===== src/sv/sbf_pkg.sv =====
`timescale 1ns / 1ps
// Shared constants and types for the spring and bungee force pipeline.
// Used by sbf_sqrt, sbf_div and spring_bungee_force.
package sbf_pkg;

    localparam int FRAC_BITS_DEF = 16;
    localparam int COORD_W = 32;
    localparam int DIFF_W = COORD_W + 1;
    localparam int SQ_SUM_W = 2 * DIFF_W;
    localparam int ROOT_W = DIFF_W + 1;
    localparam int LANES = 3;

    localparam int REG_IDX_W = 1;
    localparam logic [REG_IDX_W-1:0] REG_SPRING_K = 1'd0;
    localparam logic [REG_IDX_W-1:0] REG_REST_LEN = 1'd1;
    localparam logic [COORD_W-1:0] CFG_RESET_VAL = 32'h0001_0000;

    typedef struct packed {
        logic             slack;
        logic             zero;
        logic             fneg;
        logic [LANES-1:0] dneg;
    } sbf_flags_t;

endpackage


===== src/sv/sbf_sqrt.sv =====
`timescale 1ns / 1ps
// Pipelined integer square root, one result bit per register stage.
// Depends on sbf_pkg for the root width; carries an opaque sideband with each item.
module sbf_sqrt #(
    parameter int SW = 1
) (
    input  logic                          aclk,
    input  logic                          aresetn,
    input  logic                          en,
    input  logic                          in_valid,
    input  logic [2*sbf_pkg::ROOT_W-1:0]  in_rad,
    input  logic [SW-1:0]                 in_side,
    output logic                          out_valid,
    output logic [sbf_pkg::ROOT_W-1:0]    out_root,
    output logic [SW-1:0]                 out_side
);
    import sbf_pkg::*;

    localparam int RW = ROOT_W + 2;

    logic                  valid_reg [ROOT_W];
    logic [RW-1:0]         rem_reg   [ROOT_W];
    logic [ROOT_W-1:0]     root_reg  [ROOT_W];
    logic [2*ROOT_W-1:0]   rad_reg   [ROOT_W];
    logic [SW-1:0]         side_reg  [ROOT_W];

    for (genvar i = 0; i < ROOT_W; i++) begin : g_st
        logic                valid_in;
        logic [RW-1:0]       rem_in;
        logic [ROOT_W-1:0]   root_in;
        logic [2*ROOT_W-1:0] rad_in;
        logic [SW-1:0]       side_in;
        logic [RW+1:0]       cand;
        logic [RW+1:0]       trial;
        logic                take;
        logic [RW-1:0]       rem_next;
        logic [ROOT_W-1:0]   root_next;

        if (i == 0) begin : g_first
            assign valid_in = in_valid;
            assign rem_in   = '0;
            assign root_in  = '0;
            assign rad_in   = in_rad;
            assign side_in  = in_side;
        end else begin : g_rest
            assign valid_in = valid_reg[i-1];
            assign rem_in   = rem_reg[i-1];
            assign root_in  = root_reg[i-1];
            assign rad_in   = rad_reg[i-1];
            assign side_in  = side_reg[i-1];
        end

        assign cand      = {rem_in, rad_in[2*ROOT_W-1 -: 2]};
        assign trial     = {2'b00, root_in, 2'b01};
        assign take      = cand >= trial;
        assign rem_next  = take ? RW'(cand - trial) : cand[RW-1:0];
        assign root_next = {root_in[ROOT_W-2:0], take};

        always_ff @(posedge aclk) begin
            if (!aresetn) begin
                valid_reg[i] <= 1'b0;
            end else if (en) begin
                valid_reg[i] <= valid_in;
            end
        end

        always_ff @(posedge aclk) begin
            if (en) begin
                rem_reg[i]  <= rem_next;
                root_reg[i] <= root_next;
                rad_reg[i]  <= {rad_in[2*ROOT_W-3:0], 2'b00};
                side_reg[i] <= side_in;
            end
        end
    end

    assign out_valid = valid_reg[ROOT_W-1];
    assign out_root  = root_reg[ROOT_W-1];
    assign out_side  = side_reg[ROOT_W-1];

endmodule


===== config.mk =====
export PLATFORM = sky130hd
export DESIGN_NAME = sbf_sqrt
export DESIGN_NICKNAME = d
export VERILOG_FILES = /design/src/sv/sbf_pkg.sv /design/src/sv/sbf_sqrt.sv
export SDC_FILE = /design/constraint.sdc
export NUM_CORES = 2
export LEC_CHECK = 0
export BUFFER_PORTS_ARGS = -buffer_cell sky130_fd_sc_hd__buf_4
export CORE_ASPECT_RATIO = 1.4
export CORE_UTILIZATION = 55
export DETAILED_ROUTE_END_ITERATION = 8
export PLACE_DENSITY = 0.79
export RECOVER_POWER = 100
export SYNTH_ARGS = -nofsm -noshare
export SYNTH_HDL_FRONTEND = slang
export SYNTH_MEMORY_MAX_BITS = 65536
export SYNTH_SLANG_ARGS = --single-unit

===== constraint.sdc =====
create_clock -name aclk -period 4.9 [get_ports aclk]
set_input_delay 0.49 -clock aclk [delete_from_list [all_inputs] [get_ports aclk]]
set_output_delay 0.49 -clock aclk [all_outputs]
set_load 0.01 [all_outputs]

==> run summary <==
- edfxtp_1 (2919), inv_1 (809), a21oi_1 (679) — highest-count cells in the layout ignoring fill and taps
- 474 mW/mm² — total power divided by cell area
- 29.0% — switching fraction of total power
- 140 — critical path peak fanout
- 0.370 ns — worst hold margin
- 84863 — number of global-route vias before repair
- 21.5 µm — DR WL/cell
- buf_2 -> buf_6 — ordered cell list for the critical path
- 1135 — flip-flop count of the largest register after layout
- 2 — CP Buf/Inv Count
- 145 — maximum number of pins on one net before global-route repair
- yes — TritonCTS clock tree
- 13789 — Cell Count Post-Placement
- 57.4 nW — P_leak
- 6.22% — fraction of layout cells with a size suffix above 1
- primary input to register — hold crit path type
- 71.5 mW — post-layout total power
- 20.7 mW — total net switching power
- max-capacitance violations, max-slew violations — violated checks
- 288 — Num CTS Buffers
- 64.3% — Synth top area share
- 50.8 mW — Internal Power
- 24.5% — Tot GR Track Use
- 83853 — total via count after detailed routing
- 591 µm — die boundary height
- 0 — Remaining DRCs
- 109 — I/O pins
- 0.596 ns — pre-CTS setup slack
- 0 — number of instances resized during post-cts repair
- 96 — number of distinct library cells after synthesis
- 215 — site row count
- clkbuf_16 — cell at the root of the clock tree
- 0 — final count of negative-setup-slack endpoints
- 6 — 1st-pass router iterations
- 5 — total number of H-tree levels
- 0.136 mm² — Post-Syn Area
- 21.4% — part of the power in combinational logic
- 31.2% — part of the power in the clock network
- 0.45 ns — Worst R2R Setup Slack
- in_rad[31] — Worst Min Path Start
- 428 µV — IR drop worst, VDD
- 2920 — flip-flop and latch count after synthesis
- 0 — count of yosys warnings during synthesis
- 126 — final-report max-slew violation count
- rem_reg[28][16] — Crit Reg-Reg Endpoint
- 72 — hold buffer count at CTS
- 92.5% — Final Cycle Share
- 64.3% — register area share after synthesis
- 0% — Async SR Flop Fraction
- 10.8% — Area growth, synth to finish
- 55.5% — initial standard-cell utilization of the core
- 0.06 ns — clock transition at the register clock pins on the worst setup and hold paths after CTS
- 0.246 mm² — Core ar.
- primary input to register — worst setup path category
- 0.368 ns — worst setup slack after layout
- 0 — remaining global-route overflow
- register — endpoint kind of the worst setup timing path
- buf_2 — Crit-path slowest cell
- 0 ns — Total Negative Setup Slacks
- 4 — Clock Tree Buf Depth
- root_reg[27][4] — Worst R2R Start
- edfxtp_1 — leading cell type in the layout, fill and taps excluded
- edfxtp_1 (64%), ha_1 (5.8%), xnor2_1 (3.1%) — synth top area cells
- 309000 µm — total wire length
- edfxtp_1 — most frequently used flop master after synthesis
- 4 — number of antenna violations at the first check in global routing
- 476000 µm — first-pass GRT wire length
- 4.36 ns — transition time of the tightest slew-check pin
- 423 µm — x dimension of the die
- 0 — number of failing hold endpoints at the final stage
- 6045 — number of DRC violations after detailed-routing iteration 0
- 9 — depth of the most critical reg-to-reg path
- 18464 — number of fillers in the final layout
- 0.938 — Final Wtd Congestion
- 5.84 — number of vias per cell after detailed routing
- 2 — cell depth of the worst min-delay path
- 224000 µm — placed wire-length estimate after detailed placement
- buffers and inverters — largest delay contributor family on the critical path
- 0.250 mm² — Die Outline Area
- 0.0430 ns — Clock Skew
- edfxtp_1 — Synth area leader
- 4.53 ns — final critical-path required period
- 47.4% — proportion of power drawn by flip-flops and latches
- -190% — relative slew slack
- 4.98 ns — CP Data Arrival Time
- 2920 — clock net sink count
- 5.35 ns — worst endpoint required time
- 0.86 ns — clock insertion delay at the later pin of the skew report
- 12.9 µm² — per-instance average area after synthesis
- 1 — number of max-cap violations
- 11601 — number of nets in the layout
- 221 MHz — highest achievable clock rate
- 14360 — Non-Filler Instances
- no — unrepaired setup endpoints after global routing
- 11282 — syn_nets
- finished with violations — outcome
- 2919 — number of enable flip-flop cells after synthesis
- 2.84 ns — largest stage delay on the critical path
- 0 — post-CTS setup-driven buffer insertion count
- 108 — count of input and output buffers
- 0 — number of nets with antenna violations after routing
- primary input — element type at the critical path start
- 10577 — Gate Count Post-Synth
- rad_reg[0][31] — Hold Path Sink
-- kinds of logic (layout without fill, tap and decap cells) --
family / Yosys count / count (layout) / share of synthesized area (%)
adders and majority gates: 632 / 632 / 5.80
xor gates and xnor gates: 953 / 953 / 6.13
other: 1 / 8 / 0.00275
AOI/OAI and AO/OA: 2125 / 2125 / 9.74
muxes: 96 / 96 / 0.776
buffers and inverters: 1062 / 1583 / 2.94
DFF: 2920 / 2920 / 64.3
and+or+nand+nor: 2788 / 2788 / 10.3
-- per-stage QoR --
step	util (%)	instance area (µm²)
2_1_floorplan	-	136000
3_3_place_gp	57.6	141000
3_5_place_dp	57.6	141000
4_1_cts	61.7	152000
5_1_grt	61.5	151000
6_report	61.5	151000
-- area by class of cell --
| type | count | area [µm²] | area share, % |
|---|---|---|---|
| antenna | 7 | 17.5 | 0.0116 |
| inverter | 811 | 3040 | 2.02 |
| multi-input combinational | 6595 | 44600 | 29.6 |
| clock buffer | 331 | 7580 | 5.02 |
| clock inverter | 161 | 1820 | 1.20 |
| timing repair buffer | 280 | 2160 | 1.43 |
| sequential | 2920 | 87700 | 58.1 |
| tap | 3255 | 4070 | 2.70 |
-- power groups by stage --
| stage | sequential (mW) | clock [mW] | combinational (mW) |
|---|---|---|---|
| 2_1_floorplan | 33.2 | 0 | 11.0 |
| 3_3_place_gp | 34.3 | 0 | 14.9 |
| 3_5_place_dp | 34.4 | 0 | 15.1 |
| 4_1_cts | 33.9 | 22.9 | 15.3 |
| 5_1_grt | 34.2 | 23.8 | 16.8 |
| 6_report | 33.9 | 22.3 | 15.3 |
-- layer usage --
layer | GRT usage [%] | vias up | wire, µm
li1 | - | 39904 | -
met1 | 24.9 | 40667 | 107000
met2 | 47.1 | 2393 | 169000
met3 | 2.99 | 889 | 11700
met4 | 15.2 | 0 | 21600
met5 | 0 | - | 0
-- cells in the mapped netlist, types with 50 or more instances --
| master | n |
|---|---|
| edfxtp_1 | 2919 |
| inv_1 | 807 |
| a21oi_1 | 679 |
| nor2_1 | 663 |
| nand2_1 | 641 |
| ha_1 | 632 |
| o21ai_0 | 513 |
| xnor2_1 | 488 |
| xor2_1 | 464 |
| a21o_1 | 285 |
| nor3_1 | 271 |
| clkbuf_1 | 210 |
| nand3_1 | 202 |
| nor4_1 | 143 |
| nand4_1 | 135 |
| or3_1 | 125 |
| o21a_1 | 124 |
| nand2b_1 | 121 |
| and3_1 | 97 |
| nor2b_1 | 92 |
| mux2_2 | 77 |
| or4_1 | 69 |
| o31ai_1 | 68 |
| o21bai_1 | 54 |
| a31oi_1 | 52 |
| or2_2 | 50 |
-- worst max path at each step --
stage               cells after the start  slack, ns         endpoint        startpoint
floorplan                              13       1.28  rem_reg[31][21]    rem_reg[30][3]
global placement                       13       0.68  rem_reg[29][12]  root_reg[28][14]
detailed placement                     14       0.60  rem_reg[29][12]   root_reg[28][1]
CTS                                    14       0.56  rem_reg[29][12]   root_reg[28][1]
global route                            8       0.18  rem_reg[18][14]   rem_reg[17][22]
finish                                  2       0.37   rem_reg[27][3]                en
(Power assumes the default switching activity.)
